<file path="config.mk">
export PLATFORM = sky130hd
export DESIGN_NAME = pixel_blend_unit_core
export DESIGN_NICKNAME = d
export VERILOG_FILES = /design/src/rtl/pbu_pkg.sv /design/src/rtl/pbu_blend.sv /design/src/rtl/pixel_blend_unit_core.sv
export SDC_FILE = /design/constraint.sdc
export NUM_CORES = 1
export LEC_CHECK = 0
export ABC_AREA = 1
export BUFFER_PORTS_ARGS = -buffer_cell sky130_fd_sc_hd__clkbuf_2
export CAP_MARGIN = 20
export CELL_PAD_IN_SITES_DETAIL_PLACEMENT = 0
export CELL_PAD_IN_SITES_GLOBAL_PLACEMENT = 1
export CORE_UTILIZATION = 45
export CTS_CLUSTER_SIZE = 24
export DETAILED_ROUTE_END_ITERATION = 8
export PLACE_DENSITY_LB_ADDON = 0.1
export SYNTH_ARGS = -nofsm -noshare
export SYNTH_HDL_FRONTEND = slang
export SYNTH_SLANG_ARGS = --single-unit
</file>
<file path="constraint.sdc">
create_clock -name clock -period 8.7 [get_ports clock]
set_clock_uncertainty 0.1 [all_clocks]
set_input_delay 1.305 -clock clock [delete_from_list [all_inputs] [get_ports clock]]
set_output_delay 1.305 -clock clock [all_outputs]
set_load 0.02 [all_outputs]
</file>
<file path="src/rtl/pbu_pkg.sv">
// Shared types and constants for the pixel blend unit.
`default_nettype none

package pbu_pkg;

   localparam int unsigned BYTE_W   = 8;
   localparam int unsigned LANE_W   = 2;
   localparam int unsigned MODE_W   = 3;
   localparam int unsigned AMOUNT_W = 17;
   localparam int unsigned CSR_IDX_W = 2;

   // Blend mode codes; code 7 is unused and passes the top byte through
   typedef enum logic [MODE_W-1:0] {
      MODE_MULTIPLY = 3'd0,
      MODE_SUBTRACT = 3'd1,
      MODE_SCREEN   = 3'd2,
      MODE_OVERLAY  = 3'd3,
      MODE_CH_SCALE = 3'd4,
      MODE_CH_ADD   = 3'd5,
      MODE_CH_REPL  = 3'd6
   } mode_type;

   // Configuration register indexes
   localparam logic [CSR_IDX_W-1:0] CSR_BLEND_MODE     = 2'd0;
   localparam logic [CSR_IDX_W-1:0] CSR_TARGET_CHANNEL = 2'd1;
   localparam logic [CSR_IDX_W-1:0] CSR_AMOUNT         = 2'd2;

   // Reset values
   localparam logic [MODE_W-1:0]          MODE_RESET   = 3'd0;
   localparam logic [LANE_W-1:0]          TARGET_RESET = 2'd0;
   localparam logic signed [AMOUNT_W-1:0] AMOUNT_RESET = 17'sd256;

   // Rounding offsets in the halved divide-by-510 form
   localparam logic [16:0] ROUND_HALF  = 17'd127;
   localparam logic [16:0] SCREEN_BASE = 17'd65152;

   typedef struct packed {
      logic [MODE_W-1:0]          mode;
      logic [LANE_W-1:0]          target;
      logic signed [AMOUNT_W-1:0] amount;
   } cfg_type;

endpackage

`default_nettype wire

</file>
<file path="src/rtl/pbu_blend.sv">
// Combinational blend datapath: one shared multiplier and divide-by-255 network.
`default_nettype none

module pbu_blend
   import pbu_pkg::*;
(
   input  wire cfg_type             cfg,
   input  wire logic [BYTE_W-1:0]   top_byte,
   input  wire logic [BYTE_W-1:0]   bottom_byte,
   input  wire logic [LANE_W-1:0]   lane_position,
   output logic      [BYTE_W-1:0]   result_byte
);

   logic signed [AMOUNT_W-1:0] mul_x;
   logic        [BYTE_W-1:0]   mul_y;
   logic signed [25:0]         product;
   logic        [BYTE_W-1:0]   inv_top;
   logic        [BYTE_W-1:0]   inv_bot;
   logic                       use_screen_form;
   logic        [16:0]         half_num;
   logic        [16:0]         quot_sum;
   logic        [BYTE_W-1:0]   blend_q;
   logic signed [25:0]         scale_t;
   logic        [BYTE_W-1:0]   scale_q;
   logic signed [17:0]         add_t;
   logic        [BYTE_W-1:0]   add_q;
   logic        [BYTE_W-1:0]   sub_q;
   logic                       hit;

   assign inv_top = 8'hFF - top_byte;
   assign inv_bot = 8'hFF - bottom_byte;
   assign hit     = (lane_position == cfg.target);

   // Select multiplier operands per mode; overlay doubles the bottom term
   always_comb begin
      mul_x           = signed'({9'd0, top_byte});
      mul_y           = bottom_byte;
      use_screen_form = 1'b0;
      unique case (cfg.mode)
         MODE_SCREEN: begin
            mul_x           = signed'({9'd0, inv_top});
            mul_y           = inv_bot;
            use_screen_form = 1'b1;
         end
         MODE_OVERLAY: begin
            if (bottom_byte[7]) begin
               mul_x           = signed'({9'd0, inv_top});
               mul_y           = {inv_bot[6:0], 1'b0};
               use_screen_form = 1'b1;
            end else begin
               mul_y = {bottom_byte[6:0], 1'b0};
            end
         end
         MODE_CH_SCALE: begin
            mul_x = cfg.amount;
            mul_y = top_byte;
         end
         default: begin
         end
      endcase
   end

   assign product = mul_x * signed'({1'b0, mul_y});

   // Halved numerator, then floor divide by 255 with shifts and adds
   assign half_num = use_screen_form ? (SCREEN_BASE - product[16:0])
                                     : (product[16:0] + ROUND_HALF);
   assign quot_sum = half_num + {8'd0, half_num[16:8]} + 17'd1;
   assign blend_q  = quot_sum[15:8];

   // Channel scale: add one half, truncate, saturate
   assign scale_t = product + 26'sd128;
   always_comb begin
      if (scale_t[25]) begin
         scale_q = '0;
      end else if (scale_t[24:16] != 9'd0) begin
         scale_q = 8'hFF;
      end else begin
         scale_q = scale_t[15:8];
      end
   end

   // Channel add: offset plus byte in Q8.8, saturate
   assign add_t = signed'({cfg.amount[AMOUNT_W-1], cfg.amount})
                + signed'({2'b00, top_byte, 8'h00});
   always_comb begin
      if (add_t[17]) begin
         add_q = '0;
      end else if (add_t[16]) begin
         add_q = 8'hFF;
      end else begin
         add_q = add_t[15:8];
      end
   end

   assign sub_q = (bottom_byte > top_byte) ? (bottom_byte - top_byte) : '0;

   // Pick the result for the active mode
   always_comb begin
      result_byte = top_byte;
      unique case (cfg.mode) inside
         MODE_MULTIPLY, MODE_SCREEN, MODE_OVERLAY: result_byte = blend_q;
         MODE_SUBTRACT: result_byte = sub_q;
         MODE_CH_SCALE: result_byte = hit ? scale_q : top_byte;
         MODE_CH_ADD:   result_byte = hit ? add_q : top_byte;
         MODE_CH_REPL:  result_byte = hit ? bottom_byte : top_byte;
         default:       result_byte = top_byte;
      endcase
   end

endmodule

`default_nettype wire

</file>
<file path="src/rtl/pixel_blend_unit_core.sv">
// Top level of the pixel blend unit: request register, blend datapath, result register.
`default_nettype none

// Channel   Direction  Handshake        Payload
// req       in         valid / stall    top_byte, bottom_byte, lane_position
// rsp       out        valid / stall    result_byte
// csr       in         valid / ready    index, data (write only)
//
// One request per cycle sustained while rsp_stall is low; a request passes from the request
// register through the blend datapath to the result register, which raises rsp_valid.
// The blend datapath between the request register and the result register is
// one shared multiplier followed by an add-based divide by 255.
// Reset is synchronous, active high, and restores the register defaults.
// A stalled result holds; the request register keeps filling until both stages are full.

module pixel_blend_unit_core
   import pbu_pkg::*;
(
   input  wire logic                  clock,
   input  wire logic                  reset,
   input  wire logic                  req_valid,
   output logic                       req_stall,
   input  wire logic [BYTE_W-1:0]     req_top_byte,
   input  wire logic [BYTE_W-1:0]     req_bottom_byte,
   input  wire logic [LANE_W-1:0]     req_lane_position,
   output logic                       rsp_valid,
   input  wire logic                  rsp_stall,
   output logic      [BYTE_W-1:0]     rsp_result_byte,
   input  wire logic                  csr_valid,
   output logic                       csr_ready,
   input  wire logic [CSR_IDX_W-1:0]  csr_index,
   input  wire logic [AMOUNT_W-1:0]   csr_data
);

   cfg_type             cfg_ff;
   logic                s1_valid_ff;
   logic [BYTE_W-1:0]   s1_top_ff;
   logic [BYTE_W-1:0]   s1_bot_ff;
   logic [LANE_W-1:0]   s1_lane_ff;
   logic                out_valid_ff;
   logic [BYTE_W-1:0]   out_byte_ff;
   logic [BYTE_W-1:0]   out_byte_in;
   logic                out_en;
   logic                s1_en;

   assign csr_ready = 1'b1;

   // Write configuration registers; ignore unused indexes
   always_ff @(posedge clock) begin
      if (reset) begin
         cfg_ff.mode   <= MODE_RESET;
         cfg_ff.target <= TARGET_RESET;
         cfg_ff.amount <= AMOUNT_RESET;
      end else if (csr_valid && csr_ready) begin
         unique case (csr_index)
            CSR_BLEND_MODE:     cfg_ff.mode   <= csr_data[MODE_W-1:0];
            CSR_TARGET_CHANNEL: cfg_ff.target <= csr_data[LANE_W-1:0];
            CSR_AMOUNT:         cfg_ff.amount <= signed'(csr_data);
            default: begin
            end
         endcase
      end
   end

   // Advance stages when the next one can take data
   assign out_en    = !out_valid_ff || !rsp_stall;
   assign s1_en     = !s1_valid_ff || out_en;
   assign req_stall = !s1_en;

   // Request register
   always_ff @(posedge clock) begin
      if (reset) begin
         s1_valid_ff <= 1'b0;
      end else if (s1_en) begin
         s1_valid_ff <= req_valid;
      end
   end

   always_ff @(posedge clock) begin
      if (s1_en && req_valid) begin
         s1_top_ff  <= req_top_byte;
         s1_bot_ff  <= req_bottom_byte;
         s1_lane_ff <= req_lane_position;
      end
   end

   pbu_blend u_blend (
      .cfg           (cfg_ff),
      .top_byte      (s1_top_ff),
      .bottom_byte   (s1_bot_ff),
      .lane_position (s1_lane_ff),
      .result_byte   (out_byte_in)
   );

   // Result register; hold while stalled
   always_ff @(posedge clock) begin
      if (reset) begin
         out_valid_ff <= 1'b0;
      end else if (out_en) begin
         out_valid_ff <= s1_valid_ff;
      end
   end

   always_ff @(posedge clock) begin
      if (out_en && s1_valid_ff) begin
         out_byte_ff <= out_byte_in;
      end
   end

   assign rsp_valid       = out_valid_ff;
   assign rsp_result_byte = out_byte_ff;

endmodule

`default_nettype wire
</file>
**Yosys cells after proc, flatten, opt, wreduce, memory -nomap -nowiden**

Index checks and enable logic that the tools add are counted.

- Register bits: 50
- Bits in latches: 0
- Memory bits (writable): 0
- ROM bits: 0
- Input bits: 42
- Output and inout port bits: 11
- Memories: 0

- Add/sub/neg operators: 9
- $mul: 1
- Div/mod/pow operators: 0
- $lt $le $gt $ge: 1
- Equality and inequality tests: 9
- Shift-type cells: 0
- Multiplexer cells: 16
- Bitwise gates (word level): 0
- Reduce and logical (&&, ||, !) cells: 15

Operators with widths:

| kind | number |
|---|---|
| 8-bit 2-to-1 mux | 10 |
| 17-bit case mux with 3 select lines | 1 |
| 8-bit case mux with 5 select lines | 1 |
| 26-bit by 9-bit adder with 26-bit output, second input constant | 1 |
| 17-bit by 9-bit multiplier with 26-bit output | 1 |
| 8-bit case mux with 3 select lines | 1 |
| 17-bit by 17-bit adder with 18-bit output | 1 |
| 17-bit by 7-bit adder with 17-bit output, second input constant | 1 |
| 17-bit 2-to-1 mux | 1 |
| 16-bit by 17-bit subtractor with 17-bit output, first input constant | 1 |
| 16-bit by 1-bit adder with 16-bit output, second input constant | 1 |
| 16-bit by 9-bit adder with 16-bit output | 1 |
| 8-bit subtractor, first input constant | 2 |
| 3-bit == test, second input constant | 3 |
| 9-bit nonzero test | 1 |
| 8-bit greater-than comparator | 1 |
| 8-bit subtractor | 1 |
| 3-bit by 2-bit == test with 1-bit output, second input constant | 2 |
| 2-bit AND reduction | 3 |
| 1-bit zero test | 4 |
| 3-bit by 1-bit == test with 1-bit output, second input constant | 1 |
| 3-bit zero test | 1 |
| 3-bit OR reduction | 1 |
| 2-bit by 1-bit == test with 1-bit output, second input constant | 1 |
| 7 further kinds | 9 |

**Longest topological paths before layout**

Gate-level depths: netlist of the first run.

- Depth after elaboration: 10
- Gate-level depth with buffers: 50

**Cells and area by module**

A second synthesis of the first run with hierarchy kept.

- Cell total of the unflattened synthesis: 1,554
- Area total of the unflattened synthesis: 10,278.6 µm²

Modules (own cells, without submodules):

| module | instances | cells each | area an instance (µm²) | sequential area each (µm²) |
|---|---|---|---|---|
| pbu_blend | 1 | 1,371 | 8,451.9 | 0.0 |
| pixel_blend_unit_core | 1 | 183 | 1,826.8 | 1,261.2 |

**Worst setup path after synthesis of the first run**

OpenSTA, ideal clock, no wires.

- Kind: register to register
- From: register cfg_ff[19] (netlist bit)
- To: register out_byte_ff[5] (netlist: rsp_result_byte[5]) (data pin)
- Data arrival time: 7.015 ns
- Slack: 1.330 ns
- Cell stages (with the launch flop): 48
- Path buffers: 2
- Path through: dfxtp_1 -> nand2_1 -> nor2_4 -> inv_2 -> nor2_2 -> nor2_1 -> buf_2 -> buf_1 -> o22ai_1 -> a21oi_1 -> inv_1 -> nand2_1 -> fa_1 -> inv_1 -> fa_1 -> inv_1 -> fa_1 -> inv_1 -> (+12 left out) -> nand4_2 -> or2_1 -> nand2_1 -> nand2_1 -> nand2_1 -> ha_1 -> a21oi_1 -> nand2_1 -> a21oi_1 -> nand3_1 -> nand3_4 -> nor2_4 -> inv_1 -> nand3_1 -> nand3_1 -> nand2_1 -> inv_1 -> a21oi_2

- Cells in the longest elaborated chain, start to end: 9
- Elaborated cells between the ends (all ways): 23

Ends and longest elaborated chain:

| element | RTL line | text |
|---|---|---|
| from (decl) | pixel_blend_unit_core.sv:35 | `cfg_type cfg_ff;` |
| parallel branches: the longest is 8 deep, another holds 17-bit by 9-bit multiplier with 26-bit output | - |  |
| 8-bit case mux with 5 select lines * | pbu_blend.sv:101 | `unique case (cfg.mode) inside` |
| named net out_byte_in[5] | pixel_blend_unit_core.sv:42 | `logic [BYTE_W-1:0] out_byte_in;` |
| to (signal assigned) | pixel_blend_unit_core.sv:106 | `out_byte_ff <= out_byte_in;` |
| to (decl) | pixel_blend_unit_core.sv:41 | `logic [BYTE_W-1:0] out_byte_ff;` |

Mark *: on every way through the listed nets, which the timed path passes.
A chain may end at the register's enable or synchronous reset.

**Worst setup path after layout of the first run**

- From: register cfg_ff[19] (netlist bit)
- To: register out_byte_ff[3] (netlist: rsp_result_byte[3]) (data pin)

Same word-level chain as after synthesis.

==> summary.md, run 1 <==
| Metric | Value |
|---|---|
| Outcome | complete, no violations |
| Logic pwr share | 0.875 |
| Synth cell types | 49 |
| Ant diodes | 0 |
| Initial antenna violation count | 0 |
| Gr ovfl total | 0 |
| Clock tree sinks | 50 |
| # rows | 54 |
| Via count | 9,287 |
| Detail-routed via count per cell | about 5 |
| Ys flop type | edfxtp_1 |
| Switching part of the total | 0.602 |
| Flop and latch count out of synthesis | 50 |
| Avg Synthesized Cell Area | 6.78 um2 |
| Routed WL | 28.0 mm |
| Die Ht | 152 um |
| 1st-iter DRT viols | roughly 560 |
| Worst path max stage delay | 510 ps |
| TritonCTS clock tree | done |
| Root buf cell | clkbuf_16 |
| Die Wd | 152 um |
| Synth Area in Simple Gates | 0.293 |
| Vias in the first global route | 8,610 |
| Initial Utilization | 0.461 |
| Mapped Area | slightly above 10,000 um2 |
| Drt drc | 0 |
| Antenna-violating nets left | 0 |
| Critical path class | flop to flop |
| Number of synthesized flops with an enable pin | 26 |
| Sequential share of power | 0.077 |
| Crit path DAT | slightly above 8000 ps |
| Port bufs | 51 |
| Buffers & Inverters on Critical Path | 9 |
| Static Leak | 5.59 nW |
| CP required | ~9000 ps |
| DRT Pass-1 Iters | 6 |
| Worst-Margin Slew | about 790 ps |
| Min Clock Period, post-route | ~8100 ps |
| Post-DP HPWL | 24.3 mm |
| Fin util | 0.498 |
| Synth top area cells | fa_1, nand2_1, inv_1 |
| Synth Instances | roughly 1,500 |
| Critical Path Start Type | flop |
| CP Capture Type | flop |
| Core ar. | about 22,000 um2 |
| Final hold vios | 0 |
| Worst-Skew Late Latency | roughly 310 ps |
| Adder-cell share of the synthesized area | 0.318 |
| Final Max Tran Viols | 0 |
| Largest net degree at the start of global routing | 34 |
| YS warnings | 0 |
| Sequential area share after synthesis | 0.125 |
| Relative slew slack | 0.467 |
| Die ar. | 23,000 um2 |
| Cell taking the most area after synthesis | fa_1 |
| Cts bufs inserted | 5 |
| Unrepaired setup endpoints after global routing | no |
| Compound-Gate Fraction of Synth Area | 0.0977 |
| Fill cell count | approximately 2,300 |
| DR WL/cell | between 15 and 20 um |
| Mux share of post-synthesis cell area | 0 |
| Power Total | 4.37 mW |
| IO Pins | 53 |
| Synth Area in XOR/XNOR | 0.0355 |
| Most common cell in the netlist | nand2_1 |
| Internal power | approximately 1.7 mW |
| First-pass GRT wire length | 44.7 mm |
| CTS Buffer Depth | 2 |
| Clock-pin transition on the worst setup and hold timing paths | 70 ps |
| Fraction of layout instances using a drive strength above 1 | 0.0946 |
| Clock H-tree levels | 2 |
| GP Congestion | about 0.88 |
| GRT Resource Usage Total | 0.253 |
| Setup TNS | 0 ps |
| Type of the worst min-delay path | flop to flop |
| Clock network power share | 0.048 |
| CP max FO | 7 |
| FMAX | 123 MHz |
| Net Count, Synth | 1,719 |
| Period utilization | 0.933 |
| Most frequent cells after synthesis | nand2_1, inv_1, nor2_1 |
| Top delay family on crit path | adder cells |
| Largest family of logic cells by synthesized area | adder cells |
| CP max stage cell | fa_1 |
| Hold buffer count at cts | 0 |
| Post-layout net count | 1,774 |
| Area growth from synthesis to layout | 8.19% |
| Final Setup Violations | 0 |
| Post-synthesis async set-or-reset flop share | 0 |
| Crit path top cell by count | nand2_1 |
| MaxCap Viol Count | 0 |
| Power Density | about 400 nW/um2 |
| Post-synth top area share | 0.218 |
| Maximum VDD drop | 0.000281 V |
| P_sw | 2.63 mW |
-- metal layers --
metal,up-vias,GRT usage,share of wire
li1,4706,-,-
met1,4337,0.390,0.50
met2,221,0.388,0.44
met3,23,0.0204,0.049
met4,0,0.0421,0.014
met5,-,0,0
-- stage by stage --
| step | setup WS [ps] | instances | cell area, um2 | hold slack [ps] |
|---|---|---|---|---|
| global route | 4.57 | 1823 | 10900 | 387 |
| finish | 581 | 1823 | 10900 | 362 |
| CTS | 256 | 1819 | 10800 | 367 |
| global placement | 420 | 1811 | 10700 | 346 |
| detailed placement | 279 | 1811 | 10700 | 356 |
| floorplan | 1330 | 1487 | 10100 | 323 |
-- worst register-to-register path, delay by kind of cell, from the launching register on --
kind                     cells  cell delay (ps)
AO/OA/AOI/OAI                5              880
buffers and inverters        9              750
flip-flops                   1              430
AND/OR/NAND/NOR             23             2890
adder cells (fa/ha/maj)      7             2900
-- registers in the layout (all words and copies together), names as in the netlist --
| register | count |
|---|---|
| rsp_valid | 1 |
| cfg_ff | 22 |
| rsp_result_byte | 8 |
| s1_lane_ff | 2 |
| s1_bot_ff | 8 |
| s1_valid_ff | 1 |
| s1_top_ff | 8 |
-- cell type report --
class	count	area, um2	share of cell area
clock buffer	5	125	0.0115
clock inverter	3	26.3	0.00241
inverter	331	1240	0.114
multi-input combinational	1088	7530	0.690
sequential	50	1260	0.116
tap	280	350	0.0321
timing repair buffer	66	375	0.0344
-- timing repair --
item                       in CTS  in global routing
resized for setup               0                  9
setup endpoints to repair       0                  8
buffers inserted                0                  3
-- path summary, 6_finish.rpt --
kind                                            to  depth (start not counted)  slack [ps]       start
worst max-delay path            rsp_result_byte[3]                         44         580  cfg_ff[19]
worst min register to register           cfg_ff[0]                          2         360   cfg_ff[0]
worst max register to register  rsp_result_byte[3]                         44         580  cfg_ff[19]
worst min-delay path                     cfg_ff[0]                          2         360   cfg_ff[0]
-- power by group through the flow --
stage | clock (mW) | sequential (mW) | combinational [mW]
finish | 0.209 | 0.336 | 3.82
global route | 0.217 | 0.339 | 4.33
CTS | 0.212 | 0.336 | 3.82
detailed placement | 0 | 0.341 | 3.80
global placement | 0 | 0.341 | 3.79
floorplan | 0 | 0.360 | 2.92
-- cells in the final DEF, fill, tap and decap left out, drive strengths merged, types with 25 or more instances in the layout --
cell type and count:
a21oi 77, clkbuf 56, edfxtp 26, fa 110, ha 80, inv 327, nand2 400, nand3 79
nor2 161, o21ai 69, xor2 25
-- kinds of logic after synthesis --
kind of cell | Yosys count
DFF | 50
adders and majority gates | 190
other | 1
xor gates and xnor gates | 40
buffers and inverters | 349
AOI/OAI and AO/OA | 177
and+or+nand+nor | 680
Power figures use the tool's default switching activity.
==> run 2: changes to the inputs <==
--- a/config.mk
+++ b/config.mk
@@ -14,6 +14,7 @@
 export CTS_CLUSTER_SIZE = 24
 export DETAILED_ROUTE_END_ITERATION = 8
 export PLACE_DENSITY_LB_ADDON = 0.1
+export REMOVE_ABC_BUFFERS = 1
 export SYNTH_ARGS = -nofsm -noshare
 export SYNTH_HDL_FRONTEND = slang
 export SYNTH_SLANG_ARGS = --single-unit
==> summary.md, run 2 (synthesized netlist as in run 1, its figures left out) <==
| Metric | Value |
|---|---|
| Outcome | complete, no violations |
| Vias in the first global route | 8,826 |
| CP required | ~8600 ps |
| Critical Path Start Type | flop |
| Reg with most FFs | cfg_ff |
| Worst path max stage delay | approximately 540 ps |
| Commonest non-fill, non-tap cell in the layout | nand2_1 |
| Die ar. | 23,000 um2 |
| Cts bufs inserted | 5 |
| Final Setup Violations | 0 |
| Crit path top cell by count | nand2_1 |
| Hold buffer count at cts | 0 |
| R2r startpoint | cfg_ff[21] |
| Final Max Tran Viols | 0 |
| 1st-iter DRT viols | 547 |
| Routed WL | 29.0 mm |
| TritonCTS clock tree | done |
| HP Start | cfg_ff[0] |
| MaxCap Viol Count | 0 |
| Root buf cell | clkbuf_16 |
| GRT Resource Usage Total | 0.263 |
| Power Density | 401 nW/um2 |
| Clock tree sinks | 50 |
| Port bufs | a little over 50 |
| Via count | 9,379 |
| Largest net degree at the start of global routing | 34 |
| Largest register FFs | 22 |
| Gr ovfl total | 0 |
| Critical path startpoint | cfg_ff[21] |
| CTS Buffer Depth | 2 |
| GP Congestion | 0.960 |
| Drt drc | 0 |
| Unrepaired setup endpoints after global routing | no |
| Worst-Margin Slew | 1020 ps |
| Post-layout net count | 1,782 |
| Initial antenna violation count | 0 |
| Antenna-violating nets left | 0 |
| Reg2reg end | rsp_result_byte[6] |
| Initial Utilization | 0.461 |
| Setup TNS | 0 ps |
| Final hold vios | 0 |
| Worst-Skew Late Latency | around 310 ps |
| Maximum VDD drop | 0.000318 V |
| Fin util | 0.500 |
| Top Usage Layer GRT | met2 |
| Met2 GRT Util | 0.423 |
| Met3 global-route usage | 0.0311 |
| Area growth from synthesis to layout | 8.63% |
| DR WL/cell | 15.9 um |
| Critical path class | flop to flop |
| DRT Pass-1 Iters | 5 |
| CP max stage cell | nor3_2 |
| IO Pins | 53 |
| Post-DP HPWL | 24.8 mm |
| CP max FO | 8 |
| Reg2reg path depth | 40 |
| Type of the worst min-delay path | flop to flop |
| # rows | 54 |
| FMAX | 125 MHz |
| Period utilization | 0.921 |
| R2R Setup Slk | about 680 ps |
| Crit path DAT | 7950 ps |
| First-pass GRT wire length | 46.2 mm |
| Die Wd | 152 um |
| Min Clock Period, post-route | 8020 ps |
| Fraction of layout instances using a drive strength above 1 | 0.0974 |
| CP Capture Type | flop |
| Core ar. | roughly 22,000 um2 |
| Static Leak | roughly 5.6 nW |
| Clock-pin transition on the worst setup and hold timing paths | 80 ps |
| M1 GR Usage | 0.385 |
| Relative slew slack | 0.314 |
| Hold Path Sink | cfg_ff[0] |
| Ant diodes | 0 |
| Detail-routed via count per cell | 5.12 |
| Most frequent cells in the layout | nand2_1, inv_1, nor2_1 |
| Clock H-tree levels | 2 |
| Die Ht | 152 um |
| Hold Path Cell Cnt | 2 |
==> run 2: cell types whose count changed in the layout (fill, tap and decap cells not counted), moves of 2 or more <==
| cell | previous run | this run |
|---|---|---|
| a21oi_1 | 71 | 74 |
| inv_6 | 2 | 0 |
| a21oi_2 | 6 | 3 |
| buf_4 | 14 | 22 |
==> run 2: per-stage QoR <==
stage | hold WS, ps | std cells | cell area [um2] | setup slack (ps) | total power, mW
final | 357 | 1831 | 11000 | 684 | 4.39
after global routing | 387 | 1831 | 11000 | 4.50 | 4.92
after CTS | 358 | 1825 | 10900 | 343 | 4.40
after detailed placement | 346 | 1817 | 10700 | 377 | 4.17
after global placement | 336 | 1817 | 10700 | 471 | 4.22
after floorplan | 325 | 1469 | 10000 | 1110 | 3.28
==> run 2: final cells by class <==
class,instances,area (um2)
inverters,331,1240
repair buffers,74,435
flip-flops and latches,50,1260
clock inverters,3,28.8
well taps,280,350
multi-input cells,1088,7510
clock buffers,5,125
fillers,2344,10900
==> run 2: power by group <==
part	leakage (nW)	total [mW]	internal, mW	switching (mW)
logic	5.10	3.84	1.31	2.53
registers	0.448	0.337	0.320	0.0167
clock network	0.0759	0.212	0.110	0.102
==> run 2: worst max-delay path by stage <==
stage	end	slack [ps]	depth (start not counted)
finish	rsp_result_byte[6]	680	40
global route	rsp_result_byte[4]	5	44
CTS	rsp_result_byte[5]	340	44
detailed placement	rsp_result_byte[5]	380	44
global placement	rsp_result_byte[2]	470	40
floorplan	rsp_result_byte[5]	1110	42
==> run 2: critical path, delay by kind of cell (launching register included) <==
kind	cells	cell delay, ps
buf+inv	6	480
compound gates	5	840
flops	1	400
simple gates	22	2900
fa+ha+maj	7	3030
==> run 2: routing by layer <==
layer,share of wire,wire [um],vias up
li1,-,-,4715
met1,0.49,14200,4444
met2,0.46,13300,194
met3,0.041,1200,26
met4,0.012,352,0
met5,0,0,-
==> run 2: what timing repair did <==
action | in CTS | in global routing
endpoints found under the setup margin | 0 | 8
resized for setup | 0 | 5
setup buffers | 0 | 5
